**config.mk**
```make
export PLATFORM = sky130hd
export DESIGN_NAME = lru_frame_replacement_top
export DESIGN_NICKNAME = d
export VERILOG_FILES = /design/src/rtl/lfr_pkg.sv /design/src/rtl/lru_frame_replacement_top.sv /design/src/rtl/lfr_cell.sv
export SDC_FILE = /design/constraint.sdc
export NUM_CORES = 1
export LEC_CHECK = 0
export ABC_AREA = 1
export ABC_CLOCK_PERIOD_IN_PS = 17400
export BUFFER_PORTS_ARGS = -buffer_cell sky130_fd_sc_hd__buf_2
export CAP_MARGIN = 15
export CORE_MARGIN = 5
export CORE_UTILIZATION = 61
export CTS_BUF_LIST = sky130_fd_sc_hd__clkbuf_4 sky130_fd_sc_hd__clkbuf_8 sky130_fd_sc_hd__clkbuf_16
export DETAILED_ROUTE_END_ITERATION = 7
export PLACE_DENSITY = 0.89
export SETUP_SLACK_MARGIN = 0.15
export SYNTH_ARGS = -nofsm -noshare
export SYNTH_HDL_FRONTEND = slang
export SYNTH_HIERARCHICAL = 1
export SYNTH_SLANG_ARGS = --single-unit
export TNS_END_PERCENT = 5
```
**constraint.sdc**
```tcl
create_clock -name clock -period 17.4 [get_ports clock]
set_input_delay 2.61 -clock clock [delete_from_list [all_inputs] [get_ports clock]]
set_output_delay 2.61 -clock clock [all_outputs]
set_load 0.03 [all_outputs]
```
**src/rtl/lfr_pkg.sv**
```systemverilog
`default_nettype none

package lfr_pkg;

   localparam int FRAME_W            = 6;
   localparam int CFG_W              = 7;
   localparam int DEFAULT_MAX_FRAMES = 64;
   localparam int REQ_TDATA_W        = 8;
   localparam int RSP_TDATA_W        = 8;

   localparam logic [CFG_W-1:0] FRAMES_IN_USE_RESET = 7'd64;

   typedef logic [FRAME_W-1:0] frame_type;

   typedef enum logic {
      ACT_REFERENCE = 1'b0,
      ACT_EVICT     = 1'b1
   } action_type;

   // contents of one recency cell
   typedef struct packed {
      logic      valid;
      frame_type frame;
   } entry_type;

   // broadcast from the control to every cell
   typedef struct packed {
      logic      hit_en;
      logic      alloc_en;
      logic      evict_en;
      frame_type frame;
   } ctrl_type;

endpackage

`default_nettype wire

```
**src/rtl/lru_frame_replacement_top.sv**
```systemverilog
`default_nettype none

// Exact LRU tracker over page frames, built as a row of MAX_FRAMES cells where
// cell 0 holds the least recently used resident frame. A reference is compared
// against all cells at once and the row closes the gap and appends the frame at
// the most-recent end in the cycle of acceptance; an evict shifts the whole row
// down by one and returns cell 0. The compare-and-shift across the
// cell row allows one transaction per clock while the rsp side keeps up. An
// evict result appears on the rsp side the cycle after acceptance and is held
// in an output register; while that result waits with rsp_tready low,
// req_tready is low and no request of either kind is taken. Out-of-range
// references are dropped without effect.
module lru_frame_replacement_top #(
   parameter int MAX_FRAMES = lfr_pkg::DEFAULT_MAX_FRAMES
) (
   input  wire                                clock,
   input  wire                                reset,
   input  wire                                req_tvalid,
   output logic                               req_tready,
   input  wire  [lfr_pkg::REQ_TDATA_W-1:0]    req_tdata,  // [5:0] frame_index, [7:6] zero
   input  wire  [0:0]                         req_tuser,  // [0] action
   output logic                               rsp_tvalid,
   input  wire                                rsp_tready,
   output logic [lfr_pkg::RSP_TDATA_W-1:0]    rsp_tdata,  // [5:0] victim_frame, [7:6] zero
   output logic [0:0]                         rsp_tuser,  // [0] empty_res
   input  wire                                csr_wen,
   input  wire  [lfr_pkg::CFG_W-1:0]          csr_wdata
);
   import lfr_pkg::*;

   logic [CFG_W-1:0]       frames_in_use_ff;
   logic                   rsp_valid_ff;
   logic                   rsp_valid_in;
   frame_type              rsp_frame_ff;
   frame_type              rsp_frame_in;
   logic                   rsp_empty_ff;
   logic                   rsp_empty_in;

   logic                   req_accept;
   action_type             req_action;
   frame_type              req_frame;
   logic                   in_range;
   logic                   hit;
   ctrl_type               ctrl;

   entry_type              entry_vec [MAX_FRAMES];
   logic [MAX_FRAMES:0]    shift_vec;
   logic [MAX_FRAMES-1:0]  match_vec;
   logic [MAX_FRAMES-1:0]  valid_vec;

   assign req_action = action_type'(req_tuser[0]);
   assign req_frame  = req_tdata[FRAME_W-1:0];
   assign req_tready = !rsp_valid_ff || rsp_tready;
   assign req_accept = req_tvalid && req_tready;

   assign in_range = ({1'b0, req_frame} < frames_in_use_ff)
                     && (32'(req_frame) < 32'(MAX_FRAMES));
   assign hit      = |match_vec;

   always_comb begin
      ctrl.frame    = req_frame;
      ctrl.evict_en = req_accept && (req_action == ACT_EVICT) && valid_vec[0];
      ctrl.hit_en   = req_accept && (req_action == ACT_REFERENCE) && in_range && hit;
      ctrl.alloc_en = req_accept && (req_action == ACT_REFERENCE) && in_range && !hit
                      && !valid_vec[MAX_FRAMES-1];
   end

   assign shift_vec[0] = 1'b0;

   for (genvar i = 0; i < MAX_FRAMES; i++) begin : g_cell
      entry_type next_entry;
      logic      prev_valid;

      if (i == MAX_FRAMES - 1) begin : g_last
         assign next_entry = '0;
      end else begin : g_mid
         assign next_entry = entry_vec[i+1];
      end

      if (i == 0) begin : g_first
         assign prev_valid = 1'b1;
      end else begin : g_rest
         assign prev_valid = valid_vec[i-1];
      end

      lfr_cell u_cell (
         .clock      (clock),
         .reset      (reset),
         .ctrl       (ctrl),
         .prev_valid (prev_valid),
         .shift_in   (shift_vec[i]),
         .next_entry (next_entry),
         .entry      (entry_vec[i]),
         .shift_out  (shift_vec[i+1]),
         .match      (match_vec[i])
      );

      assign valid_vec[i] = entry_vec[i].valid;
   end

   always_ff @(posedge clock) begin
      if (reset) begin
         frames_in_use_ff <= FRAMES_IN_USE_RESET;
      end else if (csr_wen) begin
         frames_in_use_ff <= csr_wdata;
      end
   end

   always_comb begin
      rsp_valid_in = rsp_valid_ff;
      rsp_frame_in = rsp_frame_ff;
      rsp_empty_in = rsp_empty_ff;
      priority if (req_accept && (req_action == ACT_EVICT)) begin
         rsp_valid_in = 1'b1;
         rsp_frame_in = valid_vec[0] ? entry_vec[0].frame : '0;
         rsp_empty_in = !valid_vec[0];
      end else if (rsp_tready) begin
         rsp_valid_in = 1'b0;
      end else begin
         rsp_valid_in = rsp_valid_ff;
      end
   end

   always_ff @(posedge clock) begin
      if (reset) begin
         rsp_valid_ff <= 1'b0;
      end else begin
         rsp_valid_ff <= rsp_valid_in;
      end
   end

   always_ff @(posedge clock) begin
      rsp_frame_ff <= rsp_frame_in;
      rsp_empty_ff <= rsp_empty_in;
   end

   assign rsp_tvalid = rsp_valid_ff;
   assign rsp_tdata  = {{(RSP_TDATA_W-FRAME_W){1'b0}}, rsp_frame_ff};
   assign rsp_tuser  = rsp_empty_ff;

   // resident cells always form a contiguous run from the lru end
   a_valid_thermometer: assert property (@(posedge clock) disable iff (reset)
      (valid_vec & (valid_vec + {{(MAX_FRAMES-1){1'b0}}, 1'b1})) == '0)
      else $error("resident cells not contiguous");

   // a frame is held by at most one cell
   a_single_match: assert property (@(posedge clock) disable iff (reset)
      $onehot0(match_vec))
      else $error("frame resident in more than one cell");

   // an evict transaction always yields a result next cycle
   a_evict_result: assert property (@(posedge clock) disable iff (reset)
      req_accept && (req_action == ACT_EVICT) |=> rsp_tvalid
         && (rsp_tuser[0] == !$past(valid_vec[0])))
      else $error("evict result missing or wrong empty flag");

   // an empty result carries frame zero
   a_empty_zero: assert property (@(posedge clock) disable iff (reset)
      rsp_tvalid && rsp_tuser[0] |-> rsp_tdata == '0)
      else $error("empty result with nonzero victim");

   // evict removes exactly one resident frame
   a_evict_shrinks: assert property (@(posedge clock) disable iff (reset)
      ctrl.evict_en |=> $countones(valid_vec) + 1 == $countones($past(valid_vec)))
      else $error("evict did not remove one frame");

endmodule

`default_nettype wire

```
**src/rtl/lfr_cell.sv**
```systemverilog
`default_nettype none

module lfr_cell (
   input  wire              clock,
   input  wire              reset,
   input  lfr_pkg::ctrl_type  ctrl,
   input  wire              prev_valid,
   input  wire              shift_in,
   input  lfr_pkg::entry_type next_entry,
   output lfr_pkg::entry_type entry,
   output logic             shift_out,
   output logic             match
);
   import lfr_pkg::*;

   logic      valid_ff;
   logic      valid_in;
   frame_type frame_ff;
   frame_type frame_in;
   logic      shift;

   assign match     = valid_ff && (frame_ff == ctrl.frame);
   assign shift     = shift_in || match;
   assign shift_out = shift;
   assign entry     = '{valid: valid_ff, frame: frame_ff};

   always_comb begin
      valid_in = valid_ff;
      frame_in = frame_ff;
      priority if (ctrl.evict_en) begin
         valid_in = next_entry.valid;
         frame_in = next_entry.frame;
      end else if (ctrl.hit_en) begin
         // cells from the hit upward slide down, the top valid one takes the frame
         if (shift) begin
            frame_in = next_entry.valid ? next_entry.frame : ctrl.frame;
         end
      end else if (ctrl.alloc_en) begin
         if (!valid_ff && prev_valid) begin
            valid_in = 1'b1;
            frame_in = ctrl.frame;
         end
      end else begin
         valid_in = valid_ff;
         frame_in = frame_ff;
      end
   end

   always_ff @(posedge clock) begin
      if (reset) begin
         valid_ff <= 1'b0;
      end else begin
         valid_ff <= valid_in;
      end
   end

   always_ff @(posedge clock) begin
      frame_ff <= frame_in;
   end

endmodule

`default_nettype wire

```
# Word-level counts from Yosys, hierarchy flattened
# Cells that the tools add are included.
word_totals:
  mem_count: 0
  mem_bits_ro: 0
  mem_bits_rw: 0
  latch_bits: 0
  out_inout_bits: 11
  regBits: 463
  word_cells: 1424
classes:
  reduce_logical: 524
  multipliers: 0
  add_sub_neg: 0
  muxes: 635
  bitwise: 2
  n_eq_ne: 130
  n_shift: 0
  magnitude_cmp: 1
  n_div: 0
op_table:
  columns: ["op", "count"]
  rows:
  - ["2-to-1 mux 6 bit", 382]
  - ["== test 6 bit", 64]
  - ["AND reduction 3 bit", 127]
  - ["2-to-1 mux 1 bit", 253]
  - ["inequality test 3 x 2 -> 1 bit, second input constant", 63]
  - ["nonzero test 3 bit", 63]
  - ["logical AND 1 bit", 135]
  - ["nonzero test 2 bit", 66]
  - ["logical NOT 1 bit", 66]
  - ["logical OR 1 bit", 64]
  - ["OR reduction 64 bit", 1]
  - ["less-than comparator 6 x 7 -> 1 bit", 1]
  - ["inequality test 3 bit, second input constant", 1]
  - ["inequality test 2 x 1 -> 1 bit, second input constant", 1]
  - ["inequality test 2 bit, second input constant", 1]
  - ["NOT 1 bit", 2]
  - ["AND reduction 2 bit", 1]
  - ["OR reduction 2 bit", 1]

# Depth between registers and ports, before layout
# Gate-level depths: netlist of the first run.
depth:
  word_depth: 67
  mapped_depth: 136

# By module
# Netlist of the first run, hierarchy kept.
by_module_without_submodules:
  columns: ["mod", "cells_each", "instances", "seq_area_each_um2", "area_each_um2"]
  rows:
  - ["lfr_cell", 70, 64, 200.2, 474.2]
  - ["lru_frame_replacement_top", 153, 1, 370.4, 979.7]

# Worst setup path after synthesis of the first run
# No wires, ideal clock.
synth_path:
  kind: "input port to flip-flop"
  startpoint: "input rsp_tready"
  endpoint: "register g_cell[0].u_cell.frame_ff[5], data pin"
  arrival_time_ns: 15.659
  path_slack_ns: 1.481
  cell_stages: 7
  cell_sequence: "inv_1 a21oi_2 inv_1 nor3_1 o21bai_1 buf_4 o21ai_0"
synth_rtl:
  columns: ["element", "line_no", "source"]
  rows:
  - ["start: declaration", "lru_frame_replacement_top.sv:23", "input wire rsp_tready,"]
  - ["end signal: assignment", "lfr_cell.sv:58", "frame_ff <= frame_in;"]
  - ["end: declaration", "lfr_cell.sv:18", "frame_type frame_ff;"]

# Final worst setup path of the first run
layout_path:
  startpoint: "input req_tdata[4] (netlist bit)"
  endpoint: "register g_cell[63].u_cell.frame_ff[0] (enable)"
layout_via:
  elab_chain_cells: 67
  elab_cells_between_ends: 202
  cone_classes: "1 x order compare; 65 x eq/ne; 136 x reduce/logical"
layout_lines:
  columns: ["element", "line_no", "source"]
  rows:
  - ["start: declaration", "lru_frame_replacement_top.sv:20", "input wire [lfr_pkg::REQ_TDATA_W-1:0] req_tdata,"]
  - ["== test 6 bit", "lfr_cell.sv:22", "assign match = valid_ff && (frame_ff == ctrl.frame);"]
  - ["logical AND 1 bit", "lfr_cell.sv:22", null]
  - ["named net shift_vec[1]", "lru_frame_replacement_top.sv:47", "logic [MAX_FRAMES:0] shift_vec;"]
  - ["logical OR 1 bit", "lfr_cell.sv:23", "assign shift = shift_in || match;"]
  - ["named net shift_vec[2]", "lru_frame_replacement_top.sv:47", null]
  - ["logical OR 1 bit", "lfr_cell.sv:23", null]
  - ["named net shift_vec[3]", "lru_frame_replacement_top.sv:47", null]
  - ["logical OR 1 bit", "lfr_cell.sv:23", null]
  - ["named net shift_vec[4]", "lru_frame_replacement_top.sv:47", null]
  - ["(+1 left out)", null, null]
  - ["named net shift_vec[5]", "lru_frame_replacement_top.sv:47", null]
  - ["(+1 left out)", null, null]
  - ["named net shift_vec[6]", "lru_frame_replacement_top.sv:47", null]
  - ["(+1 left out)", null, null]
  - ["named net shift_vec[7]", "lru_frame_replacement_top.sv:47", null]
  - ["(+1 left out)", null, null]
  - ["named net shift_vec[8]", "lru_frame_replacement_top.sv:47", null]
  - ["(+1 left out)", null, null]
  - ["named net shift_vec[9]", "lru_frame_replacement_top.sv:47", null]
  - ["(+1 left out)", null, null]
  - ["named net shift_vec[10]", "lru_frame_replacement_top.sv:47", null]
  - ["(+1 left out)", null, null]
  - ["named net shift_vec[11]", "lru_frame_replacement_top.sv:47", null]
  - ["(+1 left out)", null, null]
  - ["named net shift_vec[12]", "lru_frame_replacement_top.sv:47", null]
  - ["(+1 left out)", null, null]
  - ["named net shift_vec[13]", "lru_frame_replacement_top.sv:47", null]
  - ["(+1 left out)", null, null]
  - ["named net shift_vec[14]", "lru_frame_replacement_top.sv:47", null]
  - ["(+1 left out)", null, null]
  - ["named net shift_vec[15]", "lru_frame_replacement_top.sv:47", null]
  - ["(+1 left out)", null, null]
  - ["named net shift_vec[16]", "lru_frame_replacement_top.sv:47", null]
  - ["(+1 left out)", null, null]
  - ["named net shift_vec[17]", "lru_frame_replacement_top.sv:47", null]
  - ["(+1 left out)", null, null]
  - ["named net shift_vec[18]", "lru_frame_replacement_top.sv:47", null]
  - ["(+1 left out)", null, null]
  - ["named net shift_vec[19]", "lru_frame_replacement_top.sv:47", null]
  - ["(+1 left out)", null, null]
  - ["named net shift_vec[20]", "lru_frame_replacement_top.sv:47", null]
  - ["(+1 left out)", null, null]
  - ["named net shift_vec[21]", "lru_frame_replacement_top.sv:47", null]
  - ["(+1 left out)", null, null]
  - ["named net shift_vec[22]", "lru_frame_replacement_top.sv:47", null]
  - ["(+1 left out)", null, null]
  - ["named net shift_vec[23]", "lru_frame_replacement_top.sv:47", null]
  - ["(+1 left out)", null, null]
  - ["named net shift_vec[24]", "lru_frame_replacement_top.sv:47", null]
  - ["(+1 left out)", null, null]
  - ["named net shift_vec[25]", "lru_frame_replacement_top.sv:47", null]
  - ["(+1 left out)", null, null]
  - ["named net shift_vec[26]", "lru_frame_replacement_top.sv:47", null]
  - ["(+1 left out)", null, null]
  - ["named net shift_vec[27]", "lru_frame_replacement_top.sv:47", null]
  - ["(+1 left out)", null, null]
  - ["named net shift_vec[28]", "lru_frame_replacement_top.sv:47", null]
  - ["(+1 left out)", null, null]
  - ["named net shift_vec[29]", "lru_frame_replacement_top.sv:47", null]
  - ["(+1 left out)", null, null]
  - ["named net shift_vec[30]", "lru_frame_replacement_top.sv:47", null]
  - ["(+1 left out)", null, null]
  - ["named net shift_vec[31]", "lru_frame_replacement_top.sv:47", null]
  - ["(+1 left out)", null, null]
  - ["named net shift_vec[32]", "lru_frame_replacement_top.sv:47", null]
  - ["(+1 left out)", null, null]
  - ["named net shift_vec[33]", "lru_frame_replacement_top.sv:47", null]
  - ["(+1 left out)", null, null]
  - ["named net shift_vec[34]", "lru_frame_replacement_top.sv:47", null]
  - ["(+1 left out)", null, null]
  - ["named net shift_vec[35]", "lru_frame_replacement_top.sv:47", null]
  - ["(+1 left out)", null, null]
  - ["named net shift_vec[36]", "lru_frame_replacement_top.sv:47", null]
  - ["(+1 left out)", null, null]
  - ["named net shift_vec[37]", "lru_frame_replacement_top.sv:47", null]
  - ["(+1 left out)", null, null]
  - ["named net shift_vec[38]", "lru_frame_replacement_top.sv:47", null]
  - ["(+1 left out)", null, null]
  - ["named net shift_vec[39]", "lru_frame_replacement_top.sv:47", null]
  - ["(+1 left out)", null, null]
  - ["named net shift_vec[40]", "lru_frame_replacement_top.sv:47", null]
  - ["(+1 left out)", null, null]
  - ["named net shift_vec[41]", "lru_frame_replacement_top.sv:47", null]
  - ["(+1 left out)", null, null]
  - ["named net shift_vec[42]", "lru_frame_replacement_top.sv:47", null]
  - ["(+1 left out)", null, null]
  - ["named net shift_vec[43]", "lru_frame_replacement_top.sv:47", null]
  - ["(+1 left out)", null, null]
  - ["named net shift_vec[44]", "lru_frame_replacement_top.sv:47", null]
  - ["(+1 left out)", null, null]
  - ["named net shift_vec[45]", "lru_frame_replacement_top.sv:47", null]
  - ["(+1 left out)", null, null]
  - ["named net shift_vec[46]", "lru_frame_replacement_top.sv:47", null]
  - ["(+1 left out)", null, null]
  - ["named net shift_vec[47]", "lru_frame_replacement_top.sv:47", null]
  - ["(+1 left out)", null, null]
  - ["named net shift_vec[48]", "lru_frame_replacement_top.sv:47", null]
  - ["(+1 left out)", null, null]
  - ["named net shift_vec[49]", "lru_frame_replacement_top.sv:47", null]
  - ["(+1 left out)", null, null]
  - ["named net shift_vec[50]", "lru_frame_replacement_top.sv:47", null]
  - ["(+1 left out)", null, null]
  - ["named net shift_vec[51]", "lru_frame_replacement_top.sv:47", null]
  - ["(+1 left out)", null, null]
  - ["named net shift_vec[52]", "lru_frame_replacement_top.sv:47", null]
  - ["(+1 left out)", null, null]
  - ["named net shift_vec[53]", "lru_frame_replacement_top.sv:47", null]
  - ["(+1 left out)", null, null]
  - ["named net shift_vec[54]", "lru_frame_replacement_top.sv:47", null]
  - ["(+1 left out)", null, null]
  - ["named net shift_vec[55]", "lru_frame_replacement_top.sv:47", null]
  - ["(+1 left out)", null, null]
  - ["named net shift_vec[56]", "lru_frame_replacement_top.sv:47", null]
  - ["(+1 left out)", null, null]
  - ["named net shift_vec[57]", "lru_frame_replacement_top.sv:47", null]
  - ["(+1 left out)", null, null]
  - ["named net shift_vec[58]", "lru_frame_replacement_top.sv:47", null]
  - ["(+1 left out)", null, null]
  - ["named net shift_vec[59]", "lru_frame_replacement_top.sv:47", null]
  - ["(+1 left out)", null, null]
  - ["named net shift_vec[60]", "lru_frame_replacement_top.sv:47", null]
  - ["(+1 left out)", null, null]
  - ["named net shift_vec[61]", "lru_frame_replacement_top.sv:47", null]
  - ["logical OR 1 bit", "lfr_cell.sv:23", null]
  - ["named net shift_vec[62]", "lru_frame_replacement_top.sv:47", null]
  - ["logical OR 1 bit", "lfr_cell.sv:23", null]
  - ["named net shift_vec[63]", "lru_frame_replacement_top.sv:47", null]
  - ["logical OR 1 bit", "lfr_cell.sv:23", null]
  - ["inequality test 2 x 1 -> 1 bit (no line)", null, null]
  - ["AND reduction 3 bit (no line)", null, null]
  - ["end signal: assignment", "lfr_cell.sv:58", null]
  - ["end: declaration", "lfr_cell.sv:18", null]
# The timed path passes the listed nets, and every way through them passes these cells.
# A chain may end at the register's enable or synchronous reset.

==> metrics.txt, run 1 <==
Die Wd 237 um; DR vias 27,400; setup violators final 0; routability cong. 0.847; most frequent cells in the layout nand2_1 (1,635), inv_1 (1,173), o21ai_0 (456); Syn. warnings 6; Synth-to-Final Area Change 6.10%; Top-Level Pins 32; RSZ-0062 raised after global routing no; worst-case vdd ir drop 69.6 uV; vias per cell roughly 5; DRT Pass-1 Iters 6; ant diodes 0; wire per inst 13.4 um; share of cells above drive strength 1 roughly 4.2%; number of global-route vias before repair 25,900; Total GRT Usage 24.5%; CP max-delay cell buf_4; initial core utilization 61.3%; Root Buffer clkbuf_16; total global routing overflow 0; CP required 17.73 ns; DR iter-0 viols 2,514; Max Fclk 0.0840 GHz; WHS 0.469 ns; Clock transition at path regs about 0.06 ns; leak pwr about 0.017 uW; initial antenna violation count 0; Die ar. 0.0560 mm2; Register Area 0.0132 mm2; Routed Antenna Nets 0; relative slew slack 22.3%; CP delay by family, top buffers and inverters; post-CTS setup buffer count 0; setup_tns 0 ns; port buffer count 27; Final Hold Violating Endpoints 0; period utilisation layout 68.4%; Num Clock Sinks 463; Final Skew 0.0184 ns; Worst Path Buf+Inv 67; mean post-synth cell area 6.76 um2; most common cell after layout, fill and taps aside nand2_1; largest net degree at the start of global routing 138; Die Height 237 um; slowest cell delay on critical path 0.63 ns; fin cells between 5,000 and 6,000; # resized after CTS 0; final slew viol count 0; cell area after synthesis ~0.031 mm2; Crit Path Class input pin to register; CTS tree built; Fillers about 4,200; cell count after synthesis ~4,600; first-pass GRT wire length 118,000 um; Multi-input gate area 0.0128 mm2; worst slew pin tran roughly 1.2 ns; Period minus WS final 11.90 ns; cts hold-fix bufs 0; CP dominant cell by count nand2_1; min-delay worst type register to register; crit path DAT between 10 and 15 ns; Power Dens Cells ~80 mW/mm2; CP startpoint kind input pin; Skew-Pair Late Insertion Delay a little over 0.6 ns; crit path max fanout 63; DRC 0; Final HPWL DP 46,500 um; H-tree level count 2; final WL 71,300 um; row count 83; CP Capture Type register; Net count, final 4,633; dpl cells 5,233; status finished clean; TritonCTS buffer count 51; Core Util, Final 65.0%; clock tree buffer depth 3; Max Cap Violations 0; total core area about 0.051 mm2
==> worst min-delay path: cells and delay by family, from the launching register on <==
family	cells	cell delay, ns
AOI/OAI and AO/OA	1	0.06
buffers and inverters	1	0.06
DFF	1	0.30
==> cell type report <==
cell class,count,share of cell area [%]
sequential,463,39.7
multi-input combinational,2874,38.6
inverter,1173,13.2
clock buffer,64,4.23
tap,680,2.56
timing repair buffer,44,0.934
clock inverter,29,0.806
==> state kept, by name, indices dropped and copies added, names as in the netlist <==
register,flops
g_cell.u_cell/frame_ff,384
rsp_tvalid,1
g_cell.u_cell/valid_ff,64
frames_in_use_ff,7
rsp_tuser,1
rsp_frame_ff,6
==> through the flow <==
step	worst slack (ns)	cell area, um2	power, uW
6_report	5.50	33200	2660
3_5_place_dp	5.12	31500	1580
2_1_floorplan	1.48	31400	1500
5_1_grt	3.90	33200	2770
3_3_place_gp	5.23	31500	1560
4_1_cts	5.66	33200	2680
==> routing by layer <==
layer  track usage (%)  routed length [um]  up-vias
met2              42.3               33900      947
met3              3.16                5130      175
met1              31.8               30000    12300
li1                  -                   -    14000
met5                 0                   0        -
met4              8.99                2290        0
==> power by group <==
part           internal (uW)  switching, uW  total [uW]  leakage (uW)
Clock                    643            457        1100      0.000842
Sequential              1250           30.7        1280       0.00413
Combinational           85.3            195         281        0.0120
==> path summary, 6_finish.rpt <==
check	end	cells past startpoint	from	slack, ns
max	g_cell[63].u_cell/frame_ff[0]	137	req_tdata[4]	5.50
min	frames_in_use_ff[4]	2	frames_in_use_ff[4]	0.47
max reg2reg	g_cell[63].u_cell/frame_ff[0]	133	g_cell[0].u_cell/valid_ff	8.05
min reg2reg	frames_in_use_ff[4]	2	frames_in_use_ff[4]	0.47
No activity file was read; power rests on OpenSTA's default activity.
==> run 2, diff against run 1 <==
--- a/config.mk
+++ b/config.mk
@@ -6,7 +6,7 @@
 export NUM_CORES = 1
 export LEC_CHECK = 0
 export ABC_AREA = 1
-export ABC_CLOCK_PERIOD_IN_PS = 17400
+export ABC_CLOCK_PERIOD_IN_PS = 11300
 export BUFFER_PORTS_ARGS = -buffer_cell sky130_fd_sc_hd__buf_2
 export CAP_MARGIN = 15
 export CORE_MARGIN = 5
==> constraint.sdc (replaced) <==
create_clock -name clock -period 11.3 [get_ports clock]
set_input_delay 1.695 -clock clock [delete_from_list [all_inputs] [get_ports clock]]
set_output_delay 1.695 -clock clock [all_outputs]
set_load 0.03 [all_outputs]
==> metrics.txt, run 2 (synthesis results as in run 1) <==
DRT Pass-1 Iters 6; Period minus WS final roughly 10 ns; Final Hold Violating Endpoints 0; leak pwr 0.0171 uW; Final HPWL DP 47,100 um; Top-Level Pins 32; min-delay worst type register to register; final worst slack 1.23 ns; total global routing overflow 0; ant diodes 0; number of global-route vias before repair between 20,000 and 30,000; CP required 11.67 ns; Worst Path Buf+Inv 66; CP Capture Type register; DRC 0; Crit Path Class input pin to register; Net count, final 4,636; Total GRT Usage between 20% and 30%; port buffer count 27; initial antenna violation count 0; CP startpoint kind input pin; most common cell after layout, fill and taps aside nand2_1; initial core utilization 61.3%; DR iter-0 viols 2,863; RSZ-0062 raised after global routing no; status finished clean; crit path max fanout 25; share of cells above drive strength 1 5.03%; TritonCTS buffer count 51; setup violators final 0; final WL 72,400 um; total core area 0.0511 mm2; CP delay by family, top buffers and inverters; row count slightly above 80; final slew viol count 0; Die ar. 0.0560 mm2; setup_tns 0 ns; H-tree level count 2; worst slew pin tran roughly 1.3 ns; largest net degree at the start of global routing 257; most frequent cells in the layout nand2_1 (1,633), inv_1 (1,149), o21ai_0 (455); CTS tree built; Power Dens Cells 125 mW/mm2; crit path DAT roughly 10 ns; Clock transition at path regs around 0.060 ns; vias per cell ~5.2; worst-case vdd ir drop 119 uV; Largest Register g_cell.u_cell/frame_ff; max FFs per register 384; Num Clock Sinks ~460; Core Util, Final 65.5%; Skew-Pair Late Insertion Delay around 0.6 ns; Tot Pwr 4170 uW; period utilisation layout 89.1%; CP dominant cell by count nand2_1; slowest cell delay on critical path 0.15 ns; Root Buffer clkbuf_16; final instance area 0.0335 mm2; CP max-delay cell buf_12; Die Wd ~240 um; Synth-to-Final Area Change 6.80%; routability cong. 0.856; DR vias 27,600; post-CTS setup buffer count 0; Max Cap Violations 0; clock tree buffer depth 3; Die Height 237 um; Placed Area 0.0316 mm2; top flop regs g_cell.u_cell/frame_ff (384), g_cell.u_cell/valid_ff (64), frames_in_use_ff (7); wire per inst ~14 um; Max Fclk 0.0993 GHz; pre-CTS setup slack 0.554 ns; first-pass GRT wire length 119,000 um; relative slew slack 14.3%; Final Skew 0.0283 ns; Routed Antenna Nets 0
-- run 2: cell types whose count changed in the layout (fill, tap and decap cells not counted), sizes merged --
cell | before | now
buf | 44 | 46
bufinv | 5 | 4
clkbuf | 64 | 75
clkinv | 21 | 14
clkinvlp | 0 | 2
inv | 1176 | 1175
-- run 2: layout make-up --
class,count,area [um2]
clock buffers,74,1560
fillers,4188,17600
repair buffers,47,407
multi-input cells,2874,12800
flip-flops and latches,463,13200
well taps,680,851
clock inverters,22,225
inverters,1173,4410
-- run 2: tightest hold or removal path: cells and delay by family (launching register included) --
family	cells	cell delay [ns]
compound gates	1	0.06
buf+inv	1	0.06
flops	1	0.30
-- run 2: path summary, 6_finish.rpt --
check                            start                            end  slack, ns  depth (start not counted)
max reg2reg  g_cell[0].u_cell/valid_ff  g_cell[63].u_cell/frame_ff[1]       2.03                        133
min reg2reg        frames_in_use_ff[1]            frames_in_use_ff[1]       0.47                          2
min                frames_in_use_ff[1]            frames_in_use_ff[1]       0.47                          2
max                       req_tdata[2]  g_cell[63].u_cell/frame_ff[1]       1.23                        136
-- run 2: per-layer routing --
layer	routed length [um]	vias to the layer above	global-route usage, %	part of all wire [%]
met1	29800	12300	32.4	41
met3	6000	182	3.75	8.3
met5	0	-	0	0
li1	-	14000	-	-
met2	34200	1076	42.2	47
met4	2330	0	8.83	3.2
-- run 2: repair_timing --
item	in CTS	in global routing
hold buffers	0	0
endpoints found under the setup margin	0	30
gates resized for setup	0	43
-- run 2: per-stage QoR --
step	hold slack (ns)	instances
after detailed placement	0.465	5236
after global placement	0.446	5236
after global routing	0.490	5333
final	0.469	5333
after CTS	0.477	5332
after floorplan	0.433	4641
-- run 2: where the power goes --
part           total [uW]  switching [uW]  internal, uW
Clock                1760             705          1050
Sequential           1970            48.1          1930
Combinational         438             303           136
